### src/rtl/masked_byte_pattern_scanner_core_assert.svh
// ----------------------------------------------------------------------------
// Assertion macros for the masked byte pattern scanner
// Implication checks under the asynchronous reset, reported by $error.
// ----------------------------------------------------------------------------
`ifndef MASKED_BYTE_PATTERN_SCANNER_CORE_ASSERT_SVH
`define MASKED_BYTE_PATTERN_SCANNER_CORE_ASSERT_SVH

// Same-cycle implication
`define MBPS_ASSERT_NOW(label, clk, rst_n, ante, cons, msg) \
	label: assert property (@(posedge clk) disable iff (!rst_n) (ante) |-> (cons)) \
		else $error(msg);

// Next-cycle implication
`define MBPS_ASSERT_NEXT(label, clk, rst_n, ante, cons, msg) \
	label: assert property (@(posedge clk) disable iff (!rst_n) (ante) |=> (cons)) \
		else $error(msg);

`endif

### src/rtl/mbps_pkg.sv
// ----------------------------------------------------------------------------
// mbps_pkg
// Shared constants, command codes and types of the masked byte pattern scanner.
// ----------------------------------------------------------------------------
package mbps_pkg;

	// Default sizes
	localparam int unsigned PATTERN_MAX_DEF  = 32;
	localparam int unsigned ADDRESS_BITS_DEF = 48;

	// Fixed field widths
	localparam int unsigned CMD_W    = 2;
	localparam int unsigned PIDX_W   = 5;
	localparam int unsigned PLEN_W   = 6;
	localparam int unsigned COUNT_W  = 32;
	localparam int unsigned CFG_IDX_W = 4;
	localparam int unsigned CFG_DATA_W = 32;

	// Request commands
	localparam logic [CMD_W-1:0] CMD_CLEAR = 2'd0;
	localparam logic [CMD_W-1:0] CMD_LOAD  = 2'd1;
	localparam logic [CMD_W-1:0] CMD_SCAN  = 2'd2;

	// Configuration register indexes
	localparam logic [CFG_IDX_W-1:0] REG_PATTERN_LENGTH = 4'd0;
	localparam logic [CFG_IDX_W-1:0] REG_MAX_MATCHES    = 4'd1;

	// State update for one accepted request
	typedef struct packed {
		logic              take;
		logic [CMD_W-1:0]  cmd;
		logic [PIDX_W-1:0] pidx;
		logic [7:0]        value;
		logic [7:0]        mask;
		logic              seg;
	} upd_t;

endpackage

### src/rtl/mbps_channels.sv


interface mbps_match_if import mbps_pkg::*; #(
	parameter int unsigned ADDR_W = ADDRESS_BITS_DEF
);
	logic               valid;
	logic               ready;
	logic [ADDR_W-1:0]  match_address;
	logic [COUNT_W-1:0] match_number;
	logic               limit_reached;

	modport source (
		output valid, match_address, match_number, limit_reached,
		input  ready
	);
	modport sink (
		input  valid, match_address, match_number, limit_reached,
		output ready
	);
endinterface


### src/rtl/mbps_report.sv
// ----------------------------------------------------------------------------
// mbps_report
// Request register, match counter with limit, and the result register.
// ----------------------------------------------------------------------------
module mbps_report import mbps_pkg::*; #(
	parameter int unsigned PATTERN_MAX  = PATTERN_MAX_DEF,
	parameter int unsigned ADDRESS_BITS = ADDRESS_BITS_DEF,
	localparam int unsigned LEN_W = $clog2(PATTERN_MAX + 1)
) (
	input  logic                    clk,
	input  logic                    arst_n,
	input  logic                    in_take,
	input  logic [CMD_W-1:0]        in_cmd,
	input  logic [ADDRESS_BITS-1:0] in_addr,
	output logic                    in_ready,
	input  logic                    window_hit,
	input  logic [LEN_W-1:0]        used_len,
	input  logic [COUNT_W-1:0]      max_matches,
	mbps_match_if.source            match_out
);

	`include "masked_byte_pattern_scanner_core_assert.svh"

	logic                    valid_s1;
	logic [CMD_W-1:0]        cmd_s1;
	logic [ADDRESS_BITS-1:0] addr_s1;
	logic [COUNT_W-1:0]      count_q;
	logic                    match_valid_q;
	logic [ADDRESS_BITS-1:0] match_address_q;
	logic [COUNT_W-1:0]      match_number_q;
	logic                    limit_reached_q;
	logic                    advance;
	logic                    blocked;
	logic                    report;
	logic [COUNT_W-1:0]      count_next;

	// Stage 1 moves on when the result register is free or being taken
	assign advance  = !match_valid_q || match_out.ready;
	assign in_ready = !valid_s1 || advance;

	assign blocked    = (max_matches != '0) && (count_q >= max_matches);
	assign report     = valid_s1 && (cmd_s1 == CMD_SCAN) && window_hit && !blocked;
	assign count_next = (count_q == '1) ? count_q : count_q + COUNT_W'(1);

	// Hold the accepted request for the compare cycle
	always_ff @(posedge clk or negedge arst_n) begin
		if (!arst_n) begin
			valid_s1 <= 1'b0;
		end else if (in_take) begin
			valid_s1 <= 1'b1;
		end else if (advance) begin
			valid_s1 <= 1'b0;
		end
	end

	always_ff @(posedge clk) begin
		if (in_take) begin
			cmd_s1  <= in_cmd;
			addr_s1 <= in_addr;
		end
	end

	// Advance the match counter; clear drops it to zero
	always_ff @(posedge clk or negedge arst_n) begin
		if (!arst_n) begin
			count_q <= '0;
		end else if (valid_s1 && advance) begin
			if (cmd_s1 == CMD_CLEAR) begin
				count_q <= '0;
			end else if (report) begin
				count_q <= count_next;
			end
		end
	end

	// Result register
	always_ff @(posedge clk or negedge arst_n) begin
		if (!arst_n) begin
			match_valid_q <= 1'b0;
		end else if (advance) begin
			match_valid_q <= report;
		end
	end

	always_ff @(posedge clk) begin
		if (advance && report) begin
			match_address_q <= addr_s1 - ADDRESS_BITS'(used_len - LEN_W'(1));
			match_number_q  <= count_next;
			limit_reached_q <= (max_matches != '0) && (count_next == max_matches);
		end
	end

	assign match_out.valid         = match_valid_q;
	assign match_out.match_address = match_address_q;
	assign match_out.match_number  = match_number_q;
	assign match_out.limit_reached = limit_reached_q;

	`MBPS_ASSERT_NOW(a_number_nonzero, clk, arst_n, match_valid_q, match_number_q != '0, "match number zero")
	`MBPS_ASSERT_NOW(a_limit_consistent, clk, arst_n, match_valid_q && limit_reached_q, match_number_q == max_matches, "limit flag without count at limit")
	`MBPS_ASSERT_NEXT(a_clear_count, clk, arst_n, valid_s1 && (cmd_s1 == CMD_CLEAR) && advance, count_q == '0, "count not cleared")
	`MBPS_ASSERT_NOW(a_stall_cause, clk, arst_n, !in_ready, valid_s1 && match_valid_q, "stall without pending work")

endmodule

### src/flat_wrapper.sv
// flat-port wrapper written by rule: the top's interface ports become plain ports
module mbps_report_flat import mbps_pkg::*;
#(
	parameter int unsigned PATTERN_MAX  = PATTERN_MAX_DEF,
	parameter int unsigned ADDRESS_BITS = ADDRESS_BITS_DEF,
	localparam int unsigned LEN_W = $clog2(PATTERN_MAX + 1)
)
  (clk, arst_n, in_take, in_cmd, in_addr, in_ready, window_hit, used_len, max_matches, match_out_valid, match_out_match_address, match_out_match_number, match_out_limit_reached, match_out_ready);
  mbps_match_if match_out_i ();
  input  logic clk;
  input  logic arst_n;
  input  logic in_take;
  input  logic [CMD_W-1:0] in_cmd;
  input  logic [ADDRESS_BITS-1:0] in_addr;
  output logic in_ready;
  input  logic window_hit;
  input  logic [LEN_W-1:0] used_len;
  input  logic [COUNT_W-1:0] max_matches;
  output wire logic [$bits(match_out_i.valid)-1:0] match_out_valid;
  output wire logic [$bits(match_out_i.match_address)-1:0] match_out_match_address;
  output wire logic [$bits(match_out_i.match_number)-1:0] match_out_match_number;
  output wire logic [$bits(match_out_i.limit_reached)-1:0] match_out_limit_reached;
  input wire logic [$bits(match_out_i.ready)-1:0] match_out_ready;
  assign match_out_valid = match_out_i.valid;
  assign match_out_match_address = match_out_i.match_address;
  assign match_out_match_number = match_out_i.match_number;
  assign match_out_limit_reached = match_out_i.limit_reached;
  assign match_out_i.ready = match_out_ready;
  mbps_report #(.PATTERN_MAX(PATTERN_MAX), .ADDRESS_BITS(ADDRESS_BITS)) u_core (.clk(clk), .arst_n(arst_n), .in_take(in_take), .in_cmd(in_cmd), .in_addr(in_addr), .in_ready(in_ready), .window_hit(window_hit), .used_len(used_len), .max_matches(max_matches), .match_out(match_out_i));
endmodule
### config.mk
export PLATFORM = sky130hd
export DESIGN_NAME = mbps_report_flat
export DESIGN_NICKNAME = d
export VERILOG_FILES = /design/src/rtl/mbps_pkg.sv /design/src/rtl/mbps_channels.sv /design/src/rtl/mbps_report.sv /design/src/flat_wrapper.sv
export VERILOG_INCLUDE_DIRS = /design/src /design/src/rtl
export SDC_FILE = /design/constraint.sdc
export NUM_CORES = 1
export LEC_CHECK = 0
export BUFFER_PORTS_ARGS = -buffer_cell sky130_fd_sc_hd__buf_2
export CAP_MARGIN = 20
export CORE_MARGIN = 1.5
export CORE_UTILIZATION = 42
export DETAILED_ROUTE_END_ITERATION = 6
export SYNTH_ARGS = -nofsm -noshare
export SYNTH_HDL_FRONTEND = slang
export SYNTH_SLANG_ARGS = --single-unit
### constraint.sdc
create_clock -name clk -period 6.7 [get_ports clk]
set_clock_uncertainty 0.05 [all_clocks]
set_input_delay 1.675 -clock clk [delete_from_list [all_inputs] [get_ports clk]]
set_output_delay 1.675 -clock clk [all_outputs]
set_load 0.01 [all_outputs]
; ---- Word level (Yosys, flattened, before mapping)
; Cells that the tools add are included.
[totals]
regBits = 165
word_cells = 37
[op_classes]
addsub = 3
n_lt_le_gt_ge = 1
eq_ne = 3
muxes = 5
n_reduce_logical = 17
[op_table]
columns = cell, count
row1 = 32-bit 2-to-1 mux, 3
row2 = 48-bit subtractor, 1
row3 = 32-bit by 1-bit adder with 32-bit output (second input constant), 1
row4 = 32-bit equality test, 1
row5 = 32-bit equality test (second input constant), 1
row6 = 32-bit >= comparator, 1
row7 = 32-bit nonzero test, 1
row8 = 1-bit logical AND, 7
row9 = 6-bit by 1-bit subtractor with 7-bit output (second input constant), 1
row10 = 2-bit nonzero test, 2
row11 = 1-bit zero test, 3
row12 = 2-bit equality test (second input constant), 1
row13 = 2-bit zero test, 1
row14 = 1-bit logical OR, 2
row15 = 1-bit 2-to-1 mux, 2
row16 = 2-bit AND reduction, 1

; ---- Depth between registers and ports, before layout
; Gate-level depths: netlist of run 1.
[logic_depth]
word_depth = 6
ltp_mapped = 15
ltp_nobuf = 14

; ---- Worst setup path before layout of run 1
; Ideal clock, no wire load.
[synth_timing]
path_kind = in2reg
startpoint = input max_matches[0]
endpoint = register u_core.limit_reached_q (netlist: u_core.match_out.limit_reached) (enable)
setup_time_ps = 477
t_arrival_ps = 5833
t_required_ps = 6173
slack_ps = 340
stages = 10
cell_sequence = ha_1 nand2b_1 a21o_1 a211o_1 a21oi_1 o21ai_0 a31oi_1 nand4_1 inv_1 clkbuf_1
[synth_via]
elab_chain_cells = 5
word_cells_on_any_way = 6
cone_classes = 1 x order compare / 5 x reduce/logical
[synth_lines]
columns = element, line
row1 = from (decl), flat_wrapper.sv:18  ; input logic [COUNT_W-1:0] max_matches;
row2 = 32-bit >= comparator / 32-bit nonzero test (equally long branches), mbps_report.sv:41  ; assign blocked = (max_matches != '0) && (count_q >= max_matches);
row3 = 1-bit logical AND (*), mbps_report.sv:41
row4 = 1-bit zero test (*), mbps_report.sv:42  ; assign report = valid_s1 && (cmd_s1 == CMD_SCAN) && window_hit && !blocked;
row5 = 1-bit logical AND (*), mbps_report.sv:42
row6 = 1-bit logical AND (*), mbps_report.sv:86  ; if (advance && report) begin
row7 = to (signal assigned), mbps_report.sv:89  ; limit_reached_q <= (max_matches != '0) && (count_next == max_matches);
row8 = to (decl), mbps_report.sv:31  ; logic limit_reached_q;
; Every way passes the cells marked *; elsewhere a longest branch is shown, timed or not.
; A chain may end at the register's enable or synchronous reset.

; ---- Worst setup path after layout of run 1
[layout_timing]
startpoint = input used_len[0]
endpoint = register u_core.match_address_q[47] (netlist: u_core.match_out.match_address[47]) (data pin)
[layout_via]
elab_chain_cells = 2
[layout_lines]
columns = element, line
row1 = from (decl), flat_wrapper.sv:17  ; input logic [LEN_W-1:0] used_len;
row2 = 6-bit by 1-bit subtractor with 7-bit output, mbps_report.sv:87  ; match_address_q <= addr_s1 - ADDRESS_BITS'(used_len - LEN_W'(1));
row3 = 48-bit subtractor, mbps_report.sv:87
row4 = to (signal assigned), mbps_report.sv:87
row5 = to (decl), mbps_report.sv:29  ; logic [ADDRESS_BITS-1:0] match_address_q;
; Every way passes these cells.

==> impl_metrics.csv, run 1 <==
group,metric,value,unit
cells_and_area,nNetsFinal,1362,
clock_tree,cts_buffers,17,
timing,maxSlewHeadroom,0.288,
floorplanning,die_h,161,um
cells_and_area,area_growth_syn_to_layout,17.5,%
cells_and_area,final-seq-area,0.00478,mm^2
timing,setup_violations,0,
power_and_ir_drop,pwr-share-clk,0.390,
critical_path,crit_slowest_cell,"or3_1",
timing,worst_slew_pin_slew,1.06,ns
clock_tree,post-cts-setup-buffers,0,
power_and_ir_drop,p_seq_frac,0.444,
critical_path,worstSetupPathType,"input port to register",
clock_tree,htree_levels,4,
timing,grt_setup_unrepaired,"no",
grt,first_global_vias,8132,
routing,wl_per_cell,18.1,um
placed_design,dp_cells,1492,
critical_path,cp-end-kind,"register",
yosys,yosys.area.top_type,"edfxtp_1",
yosys,synth_top_area_frac,0.373,
critical_path,crit_fanout,23,
routing,dr.pass1.iters,5,
cells_and_area,num-fill-cells,2246,
routing,vias_per_cell,5.57,
routing,postRouteAntennaNets,0,
yosys,synthTopCellsByArea,"edfxtp_1, ha_1, dfrtp_1",
clock_tree,post_cts_hold_buffer_count,0,
grt,grt_max_degree,52,
critical_path,max_stage_delay,0.71,ns
power_and_ir_drop,p_int,0.00195,W
timing,fmax,173,MHz
grt,met2_usage,0.340,
placed_design,hpwlAfterDp,20800,um
clock_tree,clkLatencyLatePin,0.43,ns
hold_path,hp-class,"register to register",
power_and_ir_drop,peakVddDrop,138,uV
yosys,synth_edf_count,131,
placed_design,gp_congestion,0.916,
routing,num_vias,8493,
critical_path,cp-start-kind,"input port",
yosys,synth_seq_cells,165,
power_and_ir_drop,leakage,5.19,nW
placed_design,port_buffers,175,
cells_and_area,drive_above_1_share,0.193,
yosys,yosysSeqAreaShare,0.454,
floorplanning,rows,57,
routing,drt_wl_total,27600,um
floorplanning,die_x,161,um
grt,antenna_found_initial,3,
yosys,netlist_top_cells_count,"edfxtp_1, ha_1, nor2_1, inv_1, o21ai_0",
clock_tree,clock_sinks,165,
power_and_ir_drop,power.total,0.00268,W
grt,grt_first_pass_wirelength,43800,um
clock_tree,cts.clk_slew.worst_paths,0.07,ns
grt,grtUsageTotal,0.216,
grt,use_met3,0.0398,
clock_tree,clk_path_buf_depth,2,
floorplanning,start_util,0.431,
power_and_ir_drop,combPwrFrac,0.166,
yosys,yosysMostFrequentCell,"edfxtp_1",
power_and_ir_drop,p_sw,0.000734,W
grt,grt-ovfl-total,0,
grt,grt-busiest-layer,"met2",
power_and_ir_drop,p_sw_frac,0.273,
floorplanning,dieArea,0.0260,mm^2
floorplanning,pin_count,176,
timing,fin_hold_ws,0.463,ns
yosys,synth_fp_nets,1198,
floorplanning,coreArea,0.0245,mm^2
timing,fin_crit_sh,0.863,
clock_tree,cts-root-buf,"clkbuf_16",
yosys,yosysWarnings,0,
cells_and_area,stdcell_count,1526,
clock_tree,cts_resized,0,
power_and_ir_drop,powerDensity,217,mW/mm^2
critical_path,crit_required,6.84,ns
timing,final.setup.tns,0,ns
timing,fin_crit,5.78,ns
outcome,status,"finished, final reports clean",
routing,drc,0,
yosys,ys.flop_type,"edfxtp_1",
timing,hold_viol,0,
yosys,synthArstFlopShare,0.206,
grt,grtUsageMet1,0.300,
yosys,synthCells,1023,
job,max_cap_viol_count,0,
timing,finalMaxSlewViolations,0,
yosys,ys_types,72,
cells_and_area,multi_input_area,0.00537,mm^2
critical_path,crit_chain,"buf_2, inv_1, ha_1, nand2_1, or3_1, ha_1, nand2_1, nor3_1, nand4_1, a2111oi_0, nor4b_2, a21oi_1, o21ai_1, o21a_1, o21a_1",
critical_path,critical_path_arrival,5.92,ns
routing,drt_iter0_markers,482,
yosys,syn-cell-area,0.0105,mm^2
clock_tree,cts_tree,"yes",
yosys,postSynthAreaPerCell,10.3,um^2
[routing by layer]
layer,share of wire,up-vias
li1,-,4169
met1,0.47,4027
met2,0.45,264
met3,0.055,31
met4,0.018,2
met5,0.00047,-
[per-stage QoR]
step                area (um^2)  utilization  setup slack, ns
floorplan                 10500            -            0.340
global placement          11800        0.481            0.539
detailed placement        11800        0.481            0.502
CTS                       12400        0.506            0.936
global route              12400        0.506            0.586
finish                    12400        0.506            0.916
[kinds of logic after synthesis]
| family | after synthesis | share of synthesized area |
|---|---|---|
| fa+ha+maj | 82 | 0.0981 |
| simple gates | 298 | 0.149 |
| compound gates | 277 | 0.177 |
| xor+xnor | 99 | 0.0843 |
| buf+inv | 102 | 0.0375 |
| flops | 165 | 0.454 |
[power by group through the flow]
stage | sequential [W] | combinational, W | clock [W]
finish | 0.00119 | 0.000445 | 0.00105
global route | 0.00119 | 0.000499 | 0.00110
detailed placement | 0.00121 | 0.000439 | 0
CTS | 0.00119 | 0.000445 | 0.00107
global placement | 0.00121 | 0.000440 | 0
floorplan | 0.00122 | 0.000287 | 0
[critical path, delay by kind of cell]
kind	cells	cell delay [ns]
AOI/OAI and AO/OA	5	1.55
and+or+nand+nor	6	1.72
buffers and inverters	2	0.19
adders and majority gates	2	0.78
[flip-flops by register name, summed over array words and instances (netlist names)]
| register | cells |
|---|---|
| u_core.count_q | 32 |
| u_core.match_out.match_address | 48 |
| u_core.cmd_s1 | 2 |
| u_core.valid_s1 | 1 |
| u_core.addr_s1 | 48 |
| u_core.match_out.match_number | 32 |
| u_core.match_out.valid | 1 |
| u_core.match_out.limit_reached | 1 |
[final timing paths]
path / start / to / slack [ns] / cells past startpoint
min: u_core.valid_s1$_DFFE_PN0P_ / u_core.valid_s1$_DFFE_PN0P_ / 0.46 / 2
max reg2reg: u_core.count_q[24]$_DFFE_PN0P_ / u_core.match_out.limit_reached$_DFFE_PP_ / 2.83 / 7
min in group asynchronous: arst_n / u_core.count_q[24]$_DFFE_PN0P_ / 1.30 / 1
max: used_len[0] / u_core.match_out.match_address[47]$_DFFE_PP_ / 0.92 / 15
min reg2reg: u_core.valid_s1$_DFFE_PN0P_ / u_core.valid_s1$_DFFE_PN0P_ / 0.46 / 2
max in group asynchronous: arst_n / u_core.count_q[12]$_DFFE_PN0P_ / 4.75 / 1
[layout make-up]
class                      instances  area share
inverter                          67      0.0205
timing repair buffer             180      0.0758
antenna                            2    0.000404
sequential                       165       0.386
multi-input combinational        756       0.434
tap                              324      0.0327
clock buffer                      17      0.0344
clock inverter                    15      0.0158
[placed cells by master (no fill, tap or decap), types with 7 or more instances in the layout]
cell / count
buf_2: 175
edfxtp_1: 131
ha_1: 81
nor2_1: 69
inv_1: 66
o21ai_0: 66
xnor2_1: 64
a21oi_1: 62
nand2_1: 60
a21o_1: 34
dfrtp_1: 34
xor2_1: 33
nand3_1: 33
nand4_1: 26
and3_1: 21
nor3_1: 19
clkbuf_16: 17
a22o_1: 14
nor2b_1: 12
nor4_1: 12
o31ai_1: 10
a31oi_1: 10
nand2b_1: 9
o21a_1: 7
o21bai_1: 7
Note: power is estimated with default switching activity, not from simulation.
==> run 2: changes to the inputs <==
CORE_UTILIZATION = 45   (was 42)
PLACE_DENSITY = 0.66   (was default)
==> impl_metrics.csv, run 2 (synthesis gave the netlist of run 1 again) <==
group,metric,value,unit
floorplanning,start_util,0.463,
grt,grtUsageTotal,0.237,
timing,worst_slew_pin_slew,1.06,ns
cells_and_area,mostFrequentLayoutCell,"buf_2",
cells_and_area,drive_above_1_share,0.196,
routing,postRouteAntennaNets,0,
floorplanning,rows,55,
placed_design,gp_congestion,0.938,
timing,finalMaxSlewViolations,0,
cells_and_area,stdcell_count,1519,
clock_tree,cts.clk_slew.worst_paths,0.07,ns
hold_path,worstHoldStart,"u_core.valid_s1$_DFFE_PN0P_",
grt,antenna_found_initial,3,
hold_path,hp-class,"register to register",
grt,met2_usage,0.367,
clock_tree,cts-root-buf,"clkbuf_16",
critical_path,crit_required,6.83,ns
floorplanning,pin_count,176,
grt,grt_max_degree,52,
routing,dr.pass1.iters,5,
routing,drt_wl_total,28500,um
routing,drc,0,
grt,first_global_vias,8176,
routing,vias_per_cell,5.64,
power_and_ir_drop,leakage,5.19,nW
critical_path,cp-start-kind,"input port",
critical_path,critical_path_arrival,5.72,ns
grt,grt-ovfl-total,0,
outcome,status,"finished, final reports clean",
timing,fin_crit_sh,0.834,
timing,maxSlewHeadroom,0.290,
clock_tree,cts_tree,"yes",
clock_tree,post_cts_hold_buffer_count,0,
floorplanning,coreArea,0.0228,mm^2
power_and_ir_drop,peakVddDrop,173,uV
critical_path,worstSetupPathType,"input port to register",
critical_path,crit_slowest_cell,"or3_1",
critical_path,max_stage_delay,0.70,ns
cells_and_area,area_growth_syn_to_layout,17.2,%
critical_path,startpoint,"used_len[0]",
clock_tree,clk_path_buf_depth,2,
placed_design,dp_cells,1485,
placed_design,port_buffers,175,
timing,hold_viol,0,
grt,grtUsageMet1,0.328,
clock_tree,cts_buffers,17,
cells_and_area,postLayoutCoreUtil,0.542,
floorplanning,dieArea,0.0243,mm^2
grt,use_met3,0.0503,
clock_tree,post-cts-setup-buffers,0,
critical_path,crit_fanout,21,
cells_and_area,num-fill-cells,2043,
job,max_cap_viol_count,0,
power_and_ir_drop,powerDensity,215,mW/mm^2
cells_and_area,mostFrequentLayoutCells,"buf_2, edfxtp_1, ha_1",
timing,fmax,179,MHz
timing,grt_setup_unrepaired,"no",
clock_tree,htree_levels,4,
timing,fin_crit,5.59,ns
clock_tree,clock_sinks,165,
timing,setup_violations,0,
clock_tree,cts_resized,0,
floorplanning,die_h,156,um
critical_path,crit_family,"compound AO/OA/AOI/OAI gates",
cells_and_area,nNetsFinal,1366,
routing,wl_per_cell,18.8,um
power_and_ir_drop,power.total,0.00265,W
placed_design,hpwlAfterDp,21600,um
routing,num_vias,8565,
critical_path,crit_chain,"buf_2, inv_1, ha_1, nand2_1, or3_1, buf_4, ha_1, a2111oi_0, o221ai_1, nand2_1, nor2_1, nor4b_2, buf_4, a21oi_1, o2111ai_1, o41ai_1, a2111o_1",
floorplanning,die_x,156,um
grt,grt-busiest-layer,"met2",
timing,final.setup.tns,0,ns
critical_path,reg2reg_from,"u_core.count_q[24]$_DFFE_PN0P_",
routing,drt_iter0_markers,622,
critical_path,cp_num_buf_inv,4,
critical_path,cp-end-kind,"register",
clock_tree,clkLatencyLatePin,0.43,ns
grt,grt_first_pass_wirelength,44300,um
==> run 2: cell count changes in the layout (fill, tap and decap cells not counted) <==
cell	previous run	this run
inv_6	3	4
buf_12	2	0
bufinv_16	3	2
buf_4	3	9
clkinvlp_4	0	1
clkinv_4	3	2
==> run 2: path summary, 6_finish.rpt <==
| kind | to | slack, ns | cells past startpoint |
|---|---|---|---|
| worst min-delay path | u_core.valid_s1$_DFFE_PN0P_ | 0.46 | 2 |
| worst max register to register | u_core.match_out.limit_reached$_DFFE_PP_ | 2.87 | 7 |
| worst max-delay path | u_core.match_out.match_address[41]$_DFFE_PP_ | 1.11 | 17 |
| min in group asynchronous | u_core.count_q[27]$_DFFE_PN0P_ | 1.30 | 1 |
| worst min register to register | u_core.valid_s1$_DFFE_PN0P_ | 0.46 | 2 |
| max in group asynchronous | u_core.count_q[11]$_DFFE_PN0P_ | 4.74 | 1 |
==> run 2: area by class of cell <==
class,instances,area [um^2],area share
Multi-Input combinational cell,756,5370,0.435
Sequential cell,165,4780,0.387
Timing Repair Buffer,184,943,0.0764
Clock buffer,17,425,0.0344
Tap cell,313,392,0.0317
Inverter,67,254,0.0206
Clock inverter,15,173,0.0140
Antenna cell,2,5.00,0.000405
==> run 2: layer usage <==
metal	wire length (um)	vias up
met5	7	-
met4	651	2
met3	1830	41
met2	12900	298
met1	13100	4049
li1	-	4175
==> run 2: stage by stage <==
step	worst slack (ns)	cell area, um^2	hold slack, ns
3_5_place_dp	0.683	11700	0.447
2_1_floorplan	0.340	10500	0.460
5_1_grt	0.759	12300	0.515
6_report	1.11	12300	0.456
4_1_cts	1.09	12300	0.465
3_3_place_gp	0.695	11700	0.439
==> run 2: worst reg2reg max path: stages, from the launching register on <==
cell and delay (ns):
dfrtp_1 0.58, nand4_1 0.31, nor2_1 0.68, a41oi_1 0.55, a2111oi_0 0.63, and4_1 0.28
nand4_1 0.12, nor4_2 0.41
==> run 2: where the power goes <==
group          switching, W  internal, W  leakage (nW)
sequential        0.0000193      0.00117          1.65
clock              0.000450     0.000561         0.293
combinational      0.000271     0.000183          3.25
total              0.000740      0.00191          5.19
